$ cat src/hdl/pfsm_pkg.sv
`timescale 1ns / 1ps
// Shared types and constants of the page free-slot map.
// Used by pfsm_cell and page_free_slot_map_unit; depends on nothing.

package pfsm_pkg;

   localparam int MAX_PAGES  = 256;
   localparam int PAGE_W     = (MAX_PAGES > 1) ? $clog2(MAX_PAGES) : 1;
   localparam int TRACK_W    = $clog2(MAX_PAGES + 1);
   localparam int CNT_W      = 13;
   localparam int PID_W      = 32;
   localparam int RSP_PAGE_W = 8;

   localparam logic [CNT_W-1:0] LIM_MIN   = CNT_W'(1);
   localparam logic [CNT_W-1:0] LIM_MAX   = CNT_W'(4096);
   localparam logic [CNT_W-1:0] LIM_RESET = CNT_W'(64);

   typedef enum logic [1:0] {
      OP_GET  = 2'd0,
      OP_USE  = 2'd1,
      OP_FREE = 2'd2,
      OP_INIT = 2'd3
   } op_type;

   typedef enum logic [2:0] {
      ST_OK         = 3'd0,
      ST_NO_FREE    = 3'd1,
      ST_FULLY_FREE = 3'd2,
      ST_UNTRACKED  = 3'd3,
      ST_TABLE_FULL = 3'd4
   } status_type;

   typedef struct packed {
      op_type           operation;
      logic [PID_W-1:0] page_id;
   } req_type;

   typedef struct packed {
      logic [RSP_PAGE_W-1:0] result_page;
      status_type            status;
      logic                  page_appended;
      logic [CNT_W-1:0]      slots_left;
   } rsp_type;

   // request travelling down the row of cells
   typedef struct packed {
      logic                  valid;
      op_type                operation;
      logic [PAGE_W-1:0]     target;
      logic [TRACK_W-1:0]    tracked;
      logic [CNT_W-1:0]      limit;
      logic                  done;
      status_type            status;
      logic [RSP_PAGE_W-1:0] page;
      logic                  appended;
      logic [CNT_W-1:0]      left;
   } cmd_type;

endpackage

$ cat src/hdl/pfsm_cell.sv
`timescale 1ns / 1ps
// One cell of the row: holds the free-slot count of one page and acts on a
// passing request. Depends on pfsm_pkg.

module pfsm_cell (
   input  logic                     clock,
   input  logic                     reset,
   input  logic [pfsm_pkg::PAGE_W-1:0] cell_index,
   input  pfsm_pkg::cmd_type        cmd_i,
   output pfsm_pkg::cmd_type        cmd_o
);

   logic [pfsm_pkg::CNT_W-1:0] count_ff;
   logic [pfsm_pkg::CNT_W-1:0] count_in;
   pfsm_pkg::cmd_type          cmd_ff;
   pfsm_pkg::cmd_type          cmd_in;
   logic                       tracked_here;
   logic                       open;

   assign tracked_here = pfsm_pkg::TRACK_W'(cell_index) < cmd_i.tracked;
   assign open         = cmd_i.valid && !cmd_i.done;

   always_comb begin
      cmd_in   = cmd_i;
      count_in = count_ff;
      if (open) begin
         unique case (cmd_i.operation)
            pfsm_pkg::OP_GET: begin
               if (!tracked_here) begin
                  count_in        = cmd_i.limit;
                  cmd_in.done     = 1'b1;
                  cmd_in.status   = pfsm_pkg::ST_OK;
                  cmd_in.page     = pfsm_pkg::RSP_PAGE_W'(cell_index);
                  cmd_in.appended = 1'b1;
                  cmd_in.left     = cmd_i.limit;
               end else if (count_ff != '0) begin
                  cmd_in.done     = 1'b1;
                  cmd_in.status   = pfsm_pkg::ST_OK;
                  cmd_in.page     = pfsm_pkg::RSP_PAGE_W'(cell_index);
                  cmd_in.appended = 1'b0;
                  cmd_in.left     = count_ff;
               end
            end
            pfsm_pkg::OP_USE: begin
               if (cmd_i.target == cell_index) begin
                  cmd_in.done     = 1'b1;
                  cmd_in.page     = pfsm_pkg::RSP_PAGE_W'(cell_index);
                  cmd_in.appended = 1'b0;
                  if (count_ff == '0) begin
                     cmd_in.status = pfsm_pkg::ST_NO_FREE;
                     cmd_in.left   = '0;
                  end else begin
                     count_in      = count_ff - pfsm_pkg::CNT_W'(1);
                     cmd_in.status = pfsm_pkg::ST_OK;
                     cmd_in.left   = count_ff - pfsm_pkg::CNT_W'(1);
                  end
               end
            end
            pfsm_pkg::OP_FREE: begin
               if (cmd_i.target == cell_index) begin
                  cmd_in.done     = 1'b1;
                  cmd_in.page     = pfsm_pkg::RSP_PAGE_W'(cell_index);
                  cmd_in.appended = 1'b0;
                  if (count_ff >= cmd_i.limit) begin
                     cmd_in.status = pfsm_pkg::ST_FULLY_FREE;
                     cmd_in.left   = count_ff;
                  end else begin
                     count_in      = count_ff + pfsm_pkg::CNT_W'(1);
                     cmd_in.status = pfsm_pkg::ST_OK;
                     cmd_in.left   = count_ff + pfsm_pkg::CNT_W'(1);
                  end
               end
            end
            pfsm_pkg::OP_INIT: begin
               if (cell_index == '0) begin
                  count_in        = cmd_i.limit;
                  cmd_in.done     = 1'b1;
                  cmd_in.status   = pfsm_pkg::ST_OK;
                  cmd_in.page     = '0;
                  cmd_in.appended = 1'b0;
                  cmd_in.left     = cmd_i.limit;
               end
            end
            default: begin
               cmd_in = cmd_i;
            end
         endcase
      end
   end

   always_ff @(posedge clock) begin
      count_ff <= count_in;
      if (reset) begin
         cmd_ff <= '0;
      end else begin
         cmd_ff <= cmd_in;
      end
   end

   assign cmd_o = cmd_ff;

endmodule

$ cat config.mk
export PLATFORM = sky130hd
export DESIGN_NAME = pfsm_cell
export DESIGN_NICKNAME = d
export VERILOG_FILES = /design/src/hdl/pfsm_pkg.sv /design/src/hdl/pfsm_cell.sv
export SDC_FILE = /design/constraint.sdc
export NUM_CORES = 1
export LEC_CHECK = 0
export BUFFER_PORTS_ARGS = -buffer_cell sky130_fd_sc_hd__buf_2
export CAP_MARGIN = 20
export CORE_MARGIN = 1.5
export CORE_UTILIZATION = 49
export CTS_BUF_LIST = sky130_fd_sc_hd__clkbuf_8
export DETAILED_ROUTE_END_ITERATION = 10
export PLACE_DENSITY_LB_ADDON = 0.12
export SYNTH_ARGS = -nofsm -noshare
export SYNTH_HDL_FRONTEND = slang
export SYNTH_SLANG_ARGS = --single-unit
$ cat constraint.sdc
create_clock -name clock -period 3.7 [get_ports clock]
set_clock_uncertainty 0.2 [all_clocks]
set_input_delay 0.555 -clock clock [delete_from_list [all_inputs] [get_ports clock]]
set_output_delay 0.555 -clock clock [all_outputs]
set_load 0.03 [all_outputs]
; Word-level counts from Yosys, hierarchy flattened
; Index checks and enable logic that the tools add are counted.
[word_totals]
romBits = 0
memories = 0
register_bits = 72
ramBits = 0
latchBits = 0
output_inout_bits = 59
elab_cells = 48
[classes]
div_mod_pow = 0
eq_ne = 9
shift = 0
muxes = 17
addsub = 2
n_reduce_logical = 7
order_cmp = 2
n_mul = 0
bitwise_logic = 0
[ops]
columns = operator, count
row1 = 26-bit two-way mux, 6
row2 = 26-bit case mux with 4 select lines, 1
row3 = 13-bit two-way mux, 7
row4 = 13-bit case mux with 4 select lines, 1
row5 = 13-bit by 1-bit adder with 13-bit output (second input constant), 1
row6 = 13-bit greater-or-equal comparator, 1
row7 = 13-bit logical NOT, 1
row8 = 13-bit nonzero test, 1
row9 = 13-bit by 1-bit subtractor with 13-bit output (second input constant), 1
row10 = 2-bit inequality test (second input constant), 5
row11 = 8-bit by 9-bit < comparator with 1-bit output, 1
row12 = 8-bit == test, 1
row13 = 8-bit logical NOT, 1
row14 = 6-bit AND reduction, 1
row15 = 2-bit == test (second input constant), 2
row16 = 2-bit by 1-bit == test with 1-bit output (second input constant), 1
row17 = 2-bit logical NOT, 1
row18 = 2-bit two-way mux, 1
row19 = 1-bit logical AND, 1
row20 = 1-bit logical NOT, 1
row21 = 1-bit two-way mux, 1

; Logic depth before layout (Yosys ltp)
; Gate-level depths: netlist of the first run.
[logic_depth]
word_depth = 5
depth_mapped = 11
ltp_nobuf = 9

; Least setup slack after synthesis of the first run
; OpenSTA, ideal clock, no wires.
[synth_path]
path_type = in2reg
from = input port cmd_i[41] in the netlist's numbering
to = register count_ff[0] in the netlist's numbering, enable pin
setup_time_ps = 404
arrival_ps = 2978
n_path_buf = 2
path_slack_ps = 118
path_stages = 9
required_ps = 3096
path_cell_list = inv_1 -> ha_1 -> nand2_1 -> o21ai_0 -> a31oi_1 -> or2_2 -> buf_2 -> buf_2 -> a211oi_1
[synth_via]
elab_chain_cells = 3
[synth_lines]
columns = item, line
row1 = from (decl), pfsm_cell.sv:9  ; input pfsm_pkg::cmd_type cmd_i,
row2 = 8-bit by 9-bit < comparator with 1-bit output, pfsm_cell.sv:20  ; assign tracked_here = pfsm_pkg::TRACK_W'(cell_index) < cmd_i.tracked;
row3 = 2-bit inequality test (no source line), --
row4 = 6-bit AND reduction (no source line), --
row5 = to (signal assigned), pfsm_cell.sv:92  ; count_ff <= count_in;
row6 = to (decl), pfsm_cell.sv:13  ; logic [pfsm_pkg::CNT_W-1:0] count_ff;
; Every way passes these cells.
; A chain may end at the register's enable or synchronous reset.

; Final worst setup path of the first run
[layout_path]
from = register count_ff[3] in the netlist's numbering
to = register cmd_ff (netlist bit cmd_o[8])
[layout_via]
elab_chain_cells = 5
[layout_lines]
columns = item, line
row1 = "13-bit by 1-bit adder with 13-bit output, or another cell as far along", pfsm_cell.sv:70  ; cmd_in.left = count_ff + pfsm_pkg::CNT_W'(1);
row2 = "13-bit two-way mux, or another cell as far along", --
row3 = 26-bit two-way mux (on tied branches), "pfsm_cell.sv:60, pfsm_cell.sv:45, pfsm_cell.sv:29"
row4 = 26-bit case mux with 4 select lines (*), pfsm_cell.sv:27  ; unique case (cmd_i.operation)
row5 = 26-bit two-way mux (*), pfsm_cell.sv:26  ; if (open) begin
row6 = to (signal assigned), pfsm_cell.sv:96  ; cmd_ff <= cmd_in;
row7 = to (decl), pfsm_cell.sv:15  ; pfsm_pkg::cmd_type cmd_ff;
; Every way passes the cells marked *; elsewhere a longest branch is shown, timed or not.

==> impl_metrics.env, run 1 <==
export IMPL_final_nets=792
export IMPL_cts_tree="done"
export IMPL_setup_viol=0
export IMPL_clock_sinks=72
export IMPL_postCtsSetupBuffers=0
export IMPL_globalplace_congestion=0.996
export IMPL_synth_edf_count=13
export IMPL_rr_worst_depth=8
export IMPL_fillCellCount=856
export IMPL_status="finished clean"
export IMPL_antenna_found_initial=0
export IMPL_drc=0
export IMPL_clock_path_buffers=2
export IMPL_die_h_um=100
export IMPL_tightest_slew_ps=989
export IMPL_cts_htree_levels=3
export IMPL_ioPinCount=128
export IMPL_vias_per_cell=5.98
export IMPL_critPathKind="flop to flop"
export IMPL_yosys_warnings=0
export IMPL_drv_cap=0
export IMPL_postPlaceCellArea_mm2=0.00542
export IMPL_grt_pass1_vias=4569
export IMPL_whs_path_depth=3
export IMPL_critPathCaptureType="flop"
export IMPL_grt_pass1_wl_mm=24.6
export IMPL_slew_headroom_pct=33.6
export IMPL_synth_fp_nets=664
export IMPL_critical_path_required_ps=3750
export IMPL_routed_wl_mm=15.8
export IMPL_synth_flop_cell="dfxtp_1"
export IMPL_final_period_utilization_pct=88.5
export IMPL_yosysUniqueCellTypes=70
export IMPL_synth_seq_cells=72
export IMPL_syn_mean_instance_area_um2=8.14
export IMPL_die_x_um=100
export IMPL_netlist_area_mm2=0.00462
export IMPL_startpoint_type="flop"
export IMPL_cts_made_buffers=9
export IMPL_area_growth_pct=22.3
export IMPL_die_area_mm2=0.0100
export IMPL_drive_gt1_share_pct=27.0
export IMPL_synth_cells=567
export IMPL_overflow=0
export IMPL_crit_fanout=11
export IMPL_num_vias=4847
export IMPL_worst_ep_arrival_time_ps=3330
export IMPL_power_density_mw_per_mm2=372
export IMPL_insertion_delay_ps=360
export IMPL_holdWs_ps=207
export IMPL_track_usage_pct=31.9
export IMPL_first_iter_violations=504
export IMPL_yosysSeqAreaShare_pct=34.0
export IMPL_fp_coreArea_mm2=0.00920
export IMPL_leakage_nw=2.59
export IMPL_dp_final_hpwl_mm=11.4
export IMPL_rsz0062_at_grt="false"
export IMPL_avgRoutedWirePerCell_um=19.5
export IMPL_grt_start_max_net_pins=28
export IMPL_diodes=0
export IMPL_layout_area_seq_mm2=0.00157
export IMPL_placedCellCount=795
export IMPL_fin_crit_ps=3270
export IMPL_final_cells=811
export IMPL_timing_fmax_mhz=305
export IMPL_ir_worst_vdd_uv=232
export IMPL_multi_input_area_mm2=0.00276
export IMPL_fin_setup_tns_ps=0
export IMPL_async_flop_share_pct=0
export IMPL_final_area_mm2=0.00565
export IMPL_clkTransAtPathRegs_ps=90
export IMPL_io_buffer_count=127
export IMPL_firstDrtPassIters=6
export IMPL_initial_utilization_pct=50.2
export IMPL_holdBufCountCts=0
export IMPL_hold_violations=0
export IMPL_cts_resized=0
export IMPL_drv_slew=0
export IMPL_final_common_cell="buf_2"
export IMPL_cts_root_buf="clkbuf_8"
export IMPL_antenna_left=0
export IMPL_rows=35
export IMPL_holdCritPathClass="input pin to flop"
export IMPL_final_cell_mix="buf_2 (127), nor2_1 (71), dfxtp_1 (59)"
-- critical path: stages, from the launching register on --
cell,delay [ps]
edfxtp_1,620
ha_1,310
a211oi_1,200
o21ai_0,150
a2111o_1,540
a21oi_1,220
nor3b_1,240
mux2_2,370
a2111oi_0,320
-- metal layers --
metal	vias to the layer above	global-route usage (%)	share of wire, %
met3	44	5.22	9.8
li1	2285	-	-
met4	0	14.0	3.2
met2	298	48.3	44
met5	-	0	0
met1	2220	44.8	43
-- cell usage after synthesis (3+ instances only) --
library cell | count | area (um2)
a211oi_1 | 10 | 75.1
nor2_1 | 71 | 267
o221ai_1 | 3 | 26.3
nor3_1 | 10 | 50.1
o21ai_0 | 29 | 145
nand3_1 | 8 | 40.0
dfxtp_1 | 59 | 1180
a31oi_1 | 16 | 100
a21oi_1 | 46 | 230
ha_1 | 28 | 350
buf_4 | 5 | 37.5
o31ai_1 | 4 | 30.0
mux2i_1 | 8 | 80.1
xor2_1 | 6 | 52.6
edfxtp_1 | 13 | 390
buf_2 | 7 | 35.0
o21a_1 | 5 | 37.5
nor2b_1 | 19 | 119
a221oi_1 | 3 | 26.3
nand4_1 | 7 | 43.8
inv_1 | 29 | 109
nand2_1 | 52 | 195
and3_1 | 6 | 37.5
clkbuf_1 | 22 | 82.6
o2111a_1 | 3 | 33.8
nand2b_1 | 8 | 50.1
xnor2_1 | 14 | 123
mux2_2 | 8 | 90.1
a22o_1 | 8 | 70.1
a311oi_1 | 3 | 26.3
and2_1 | 4 | 25.0
o21bai_1 | 3 | 22.5
-- worst paths after layout --
| kind | startpoint | end | slack [ps] |
|---|---|---|---|
| setup reg to reg | count_ff[3] | cmd_o[8] | 430 |
| setup / recovery | count_ff[3] | cmd_o[8] | 430 |
| hold / removal | cmd_i[23] | cmd_o[23] | 210 |
| hold reg to reg | count_ff[2] | cmd_o[2] | 680 |
-- through the flow --
step	power [mW]	utilization (%)	setup slack, ps
floorplan	1.18	-	118
CTS	2.10	61.4	460
global placement	1.36	58.9	359
finish	2.10	61.4	425
global route	2.19	61.4	153
detailed placement	1.37	58.9	262
-- logic make-up after synthesis --
| family | Yosys count | synth area share [%] |
|---|---|---|
| buffers and inverters | 66 | 6.15 |
| AOI/OAI and AO/OA | 160 | 23.0 |
| DFF | 72 | 34.0 |
| xor gates and xnor gates | 20 | 3.79 |
| and+or+nand+nor | 203 | 21.2 |
| adders and majority gates | 28 | 7.59 |
| muxes | 18 | 4.17 |
-- sequential cells by signal (all words and copies together), names as in the netlist --
register	count
cmd_o	59
count_ff	13
-- final cells by class --
class | instances | area share (%)
flip-flops and latches | 72 | 27.8
clock inverters | 7 | 1.82
repair buffers | 154 | 14.8
clock buffers | 9 | 2.19
well taps | 111 | 2.46
multi-input cells | 429 | 48.9
inverters | 29 | 1.93
-- power breakdown --
part | total, mW | internal [mW] | switching [mW]
Clock | 0.738 | 0.390 | 0.348
Sequential | 0.866 | 0.846 | 0.0200
Combinational | 0.493 | 0.173 | 0.320
Power figures use the tool's default switching activity.
==> run 2: changes to the inputs <==
- PLACE_DENSITY_LB_ADDON: 0.12 -> 0.1
==> run 2 against run 1 <==
Hold slack got worse by 20 ps. Clock-buffer cell count did not move. Cell area is 0.49% lower. Maximum frequency fell by 2.0%. Core utilization decreased by 0.30 points. Final cell count decreased by 0.12%. Global-route usage is 0.81 points lower. Sequential share of layout area grew 0.14 points. Total power fell by 2.9%. Combinational power shrank 1%. Critical path type unchanged. Largest power group unchanged.
==> impl_metrics.env, run 2 (synthesis results as in run 1) <==
export IMPL_hold_violations=0
export IMPL_initial_utilization_pct=50.2
export IMPL_grt_pass1_wl_mm=24.1
export IMPL_final_cell_mix="buf_2 (127), nor2_1 (71), dfxtp_1 (59)"
export IMPL_path_depth=9
export IMPL_avgRoutedWirePerCell_um=18.9
export IMPL_rr_worst_depth=9
export IMPL_drv_slew=0
export IMPL_first_iter_violations=374
export IMPL_fin_setup_tns_ps=0
export IMPL_p_clk_share_pct=33.6
export IMPL_vias_per_cell=6.02
export IMPL_drv_cap=0
export IMPL_final_nets=791
export IMPL_final_period_utilization_pct=90.3
export IMPL_dp_final_hpwl_mm=11.2
export IMPL_rsz0062_at_grt="false"
export IMPL_clock_path_buffers=2
export IMPL_postCtsSetupBuffers=0
export IMPL_holdCritPathClass="input pin to flop"
export IMPL_slew_headroom_pct=39.1
export IMPL_grt_start_max_net_pins=35
export IMPL_crit_path_top_delay_cell="a2111o_1"
export IMPL_switching_share_pct=34.2
export IMPL_cp_top_family="compound AO/OA/AOI/OAI gates"
export IMPL_overflow=0
export IMPL_fin_crit_ps=3340
export IMPL_whs_path_depth=2
export IMPL_multi_input_area_mm2=0.00277
export IMPL_num_vias=4876
export IMPL_setup_viol=0
export IMPL_globalplace_congestion=0.958
export IMPL_holdBufCountCts=0
export IMPL_worst_ep_arrival_time_ps=3370
export IMPL_total_power_mw=2.04
export IMPL_die_x_um=100
export IMPL_antenna_found_initial=0
export IMPL_rows=35
export IMPL_ioPinCount=128
export IMPL_insertion_delay_ps=370
export IMPL_p_seq_share_pct=42.4
export IMPL_power_density_mw_per_mm2=362
export IMPL_diodes=0
export IMPL_antenna_left=0
export IMPL_layout_area_seq_mm2=0.00157
export IMPL_power_switching_mw=0.696
export IMPL_die_h_um=100
export IMPL_leakage_nw=2.58
export IMPL_crit_fanout=8
export IMPL_critical_path_required_ps=3730
export IMPL_final_common_cell="buf_2"
export IMPL_fp_coreArea_mm2=0.00920
export IMPL_critPathKind="flop to flop"
export IMPL_status="finished clean"
export IMPL_routed_wl_mm=15.3
export IMPL_cts_htree_levels=3
export IMPL_drc=0
export IMPL_firstDrtPassIters=5
export IMPL_die_area_mm2=0.0100
export IMPL_cp_cell_sequence="inv_1, ha_1, nor2b_1, o21ai_0, a2111o_1, a21oi_1, nor3b_1, mux2_2, a2111oi_0"
export IMPL_track_usage_pct=31.1
export IMPL_startpoint_type="flop"
export IMPL_fillCellCount=848
export IMPL_internal_power_mw=1.34
export IMPL_comb_power_share_pct=24.0
export IMPL_cts_root_buf="clkbuf_8"
export IMPL_largest_register_ffs=59
export IMPL_clock_sinks=72
export IMPL_cts_tree="done"
export IMPL_path_buf_inv=1
export IMPL_clkTransAtPathRegs_ps=90
export IMPL_grt_pass1_vias=4721
export IMPL_tightest_slew_ps=913
export IMPL_area_growth_pct=21.7
export IMPL_drive_gt1_share_pct=27.0
export IMPL_critPathCaptureType="flop"
export IMPL_timing_fmax_mhz=299
export IMPL_utilization_pct=61.1
export IMPL_max_stage_delay_ps=520
export IMPL_ir_worst_vdd_uv=213
export IMPL_io_buffer_count=127
export IMPL_cts_resized=0
export IMPL_cts_made_buffers=9
run 2: per-layer routing:
metal,routed length [um],up-vias,track usage (%)
met2,6960,269,48.4
met3,1430,50,6.75
met4,488,0,15.0
li1,-,2283,-
met5,0,-,0
met1,6440,2274,41.0
run 2: cell type report:
type	count	share of cell area, %
tap	111	2.47
multi-input combinational	429	49.2
clock inverter	7	1.38
sequential	72	28.0
inverter	29	1.94
timing repair buffer	153	14.8
clock buffer	9	2.20
run 2: worst reg2reg max path, cell delays in order (launching register included):
cell,delay (ps)
edfxtp_1,490
inv_1,230
ha_1,270
nor2b_1,170
o21ai_0,120
a2111o_1,520
a21oi_1,210
nor3b_1,260
mux2_2,380
a2111oi_0,370
run 2: final timing paths:
kind / start / end / slack (ps)
setup / recovery: count_ff[0] / cmd_o[8] / 360
hold / removal: cmd_i[24] / cmd_o[24] / 190
setup reg to reg: count_ff[0] / cmd_o[8] / 360
hold reg to reg: count_ff[2] / cmd_o[2] / 660
run 2: through the flow:
stage                     hold WS [ps]  area, um2  setup slack, ps  std cells
after floorplan                    464       4620              118        567
after global placement             559       5420              347        794
after detailed placement           561       5420              278        794
after CTS                          189       5620              349        810
after global routing               199       5620             85.1        810
final                              187       5620              358        810
run 2: power groups by stage:
stage | sequential [mW] | combinational [mW] | clock, mW
finish | 0.864 | 0.488 | 0.684
global route | 0.869 | 0.529 | 0.710
CTS | 0.864 | 0.483 | 0.687
detailed placement | 0.882 | 0.480 | 0
global placement | 0.881 | 0.472 | 0
floorplan | 0.960 | 0.224 | 0
==> run 3: changes to the inputs <==
--- a/config.mk
+++ b/config.mk
@@ -7,8 +7,8 @@
 export LEC_CHECK = 0
-export BUFFER_PORTS_ARGS = -buffer_cell sky130_fd_sc_hd__buf_2
 export CAP_MARGIN = 20
 export CORE_MARGIN = 1.5
-export CORE_UTILIZATION = 49
+export CORE_UTILIZATION = 50
 export CTS_BUF_LIST = sky130_fd_sc_hd__clkbuf_8
 export DETAILED_ROUTE_END_ITERATION = 10
+export DONT_BUFFER_PORTS = 1
 export PLACE_DENSITY_LB_ADDON = 0.1
==> constraint.sdc (replaced) <==
create_clock -name clock -period 3.7 [get_ports clock]
set_clock_uncertainty 0.2 [all_clocks]
set_input_delay 0 -clock clock [delete_from_list [all_inputs] [get_ports clock]]
set_output_delay 0 -clock clock [all_outputs]
set_load 0.03 [all_outputs]
==> run 3 against run 2 <==
Via count rose by 1.8%. Clock-buffer cell count unchanged. Final cell count fell by 1.9%. Hold slack got worse by 160 ps. Non-clock buffer count decreased by 12. Highest routed layer unchanged. Global-route usage is 3.5 points higher. Register-to-register slack got worse by 210 ps. Critical endpoint is now cmd_o[11].
==> impl_metrics.env, run 3 (synthesis results as in run 1) <==
export IMPL_setup_viol=0
export IMPL_io_buffer_count=0
export IMPL_final_common_cell="dlygate4sd3_1"
export IMPL_die_x_um=99.1
export IMPL_diodes=0
export IMPL_initial_utilization_pct=52.2
export IMPL_final_period_utilization_pct=96.0
export IMPL_slew_headroom_pct=38.6
export IMPL_critPathCaptureType="flop"
export IMPL_power_density_mw_per_mm2=335
export IMPL_track_usage_pct=34.6
export IMPL_drc=0
export IMPL_clock_path_buffers=2
export IMPL_die_area_mm2=0.00982
export IMPL_fin_setup_tns_ps=0
export IMPL_fin_crit_ps=3550
export IMPL_dp_worst_setup_slack_ps=483
export IMPL_antenna_left=0
export IMPL_critical_path_required_ps=3800
export IMPL_largest_register_ffs=59
export IMPL_num_vias=4966
export IMPL_cts_made_buffers=9
export IMPL_vias_per_cell=6.25
export IMPL_critPathKind="flop to flop"
export IMPL_tightest_slew_ps=920
export IMPL_antenna_found_initial=0
export IMPL_grt_pass1_vias=4893
export IMPL_ioPinCount=128
export IMPL_ir_worst_vdd_uv=233
export IMPL_cts_htree_levels=3
export IMPL_cts_root_buf="clkbuf_8"
export IMPL_cts_tree="done"
export IMPL_firstDrtPassIters=5
export IMPL_rows=34
export IMPL_leakage_nw=2.58
export IMPL_hold_violations=0
export IMPL_setup_slack_ps=148
export IMPL_clock_sinks=72
export IMPL_final_cell_mix="dlygate4sd3_1 (117), nor2_1 (71), dfxtp_1 (59)"
export IMPL_routed_wl_mm=17.0
export IMPL_final_nets=779
export IMPL_avgRoutedWirePerCell_um=21.4
export IMPL_drive_gt1_share_pct=9.02
export IMPL_startpoint_type="flop"
export IMPL_status="finished clean"
export IMPL_worst_ep_arrival_time_ps=3660
export IMPL_rsz0062_at_grt="true"
export IMPL_clkTransAtPathRegs_ps=90
export IMPL_utilization_pct=69.6
export IMPL_overflow=0
export IMPL_holdCritPathClass="input pin to flop"
export IMPL_timing_fmax_mhz=282
export IMPL_fp_coreArea_mm2=0.00885
export IMPL_total_power_mw=2.06
export IMPL_dp_final_hpwl_mm=10.7
export IMPL_grt_pass1_wl_mm=26.1
export IMPL_die_h_um=99.1
export IMPL_crit_fanout=8
export IMPL_drv_slew=0
export IMPL_insertion_delay_ps=360
export IMPL_first_iter_violations=479
export IMPL_grt_start_max_net_pins=54
export IMPL_globalplace_congestion=0.946
export IMPL_area_growth_pct=33.4
export IMPL_drv_cap=0
## run 3: cell count changes in the layout (fill, tap and decap cells not counted)
cell           before  now
a21oi_2             1    0
a21oi_4             0    1
buf_12              0    1
buf_2             127    0
buf_4              26   23
dlygate4sd3_1       0  117
inv_1              29   28
inv_2               0    1
nor3_1             10    9
nor3_2              0    1
## run 3: power by group
part | internal, mW | switching [mW] | total [mW]
logic | 0.209 | 0.224 | 0.434
registers | 0.847 | 0.107 | 0.954
clock network | 0.320 | 0.353 | 0.674
## run 3: worst max-delay path, stage by stage (launching register included)
cell and delay (ps):
edfxtp_1 510, inv_2 170, ha_1 250, nor2b_1 140, o21ai_0 90, a2111o_1 500
a21oi_1 270, mux2_2 380, o2111a_1 130, a2111oi_2 270, dlygate4sd3_1 590
## run 3: area by class of cell
class	count	area, um2
Clock buffer	9	124
Clock inverter	7	77.6
Fill cell	728	2690
Inverter	29	109
Multi-Input combinational cell	429	2780
Sequential cell	72	1570
Tap cell	108	135
Timing Repair Buffer	141	1360
## run 3: metal layers
| metal | GRT usage [%] | share of wire [%] |
|---|---|---|
| met3 | 7.24 | 11 |
| met5 | 0 | 0 |
| met2 | 56.6 | 46 |
| met4 | 16.3 | 3.8 |
| met1 | 43.9 | 40 |
## run 3: worst paths after layout
| kind | start | to | slack, ps | cells past startpoint |
|---|---|---|---|---|
| worst min register to register | count_ff[2] | cmd_o[2] | 670 | 4 |
| worst max-delay path | count_ff[0] | cmd_o[11] | 150 | 10 |
| worst max register to register | count_ff[0] | cmd_o[11] | 150 | 10 |
| worst min-delay path | cmd_i[58] | cmd_o[10] | 20 | 4 |
## run 3: stage by stage
| stage | hold slack (ps) | cells | area [um2] |
|---|---|---|---|
| 3_3_place_gp | -126 | 654 | 4700 |
| 4_1_cts | 7.58 | 788 | 6090 |
| 2_1_floorplan | -91.4 | 567 | 4620 |
| 3_5_place_dp | -127 | 654 | 4700 |
| 5_1_grt | 32.5 | 795 | 6160 |
| 6_report | 24.7 | 795 | 6160 |
## run 3: timing repair
item / in CTS / in global routing
gates resized for setup: 0 / 3
hold buffers: 118 / 0
endpoints found under the setup margin: 0 / 10
buffers inserted: 0 / 6
endpoints found under the hold margin: 72 / 0
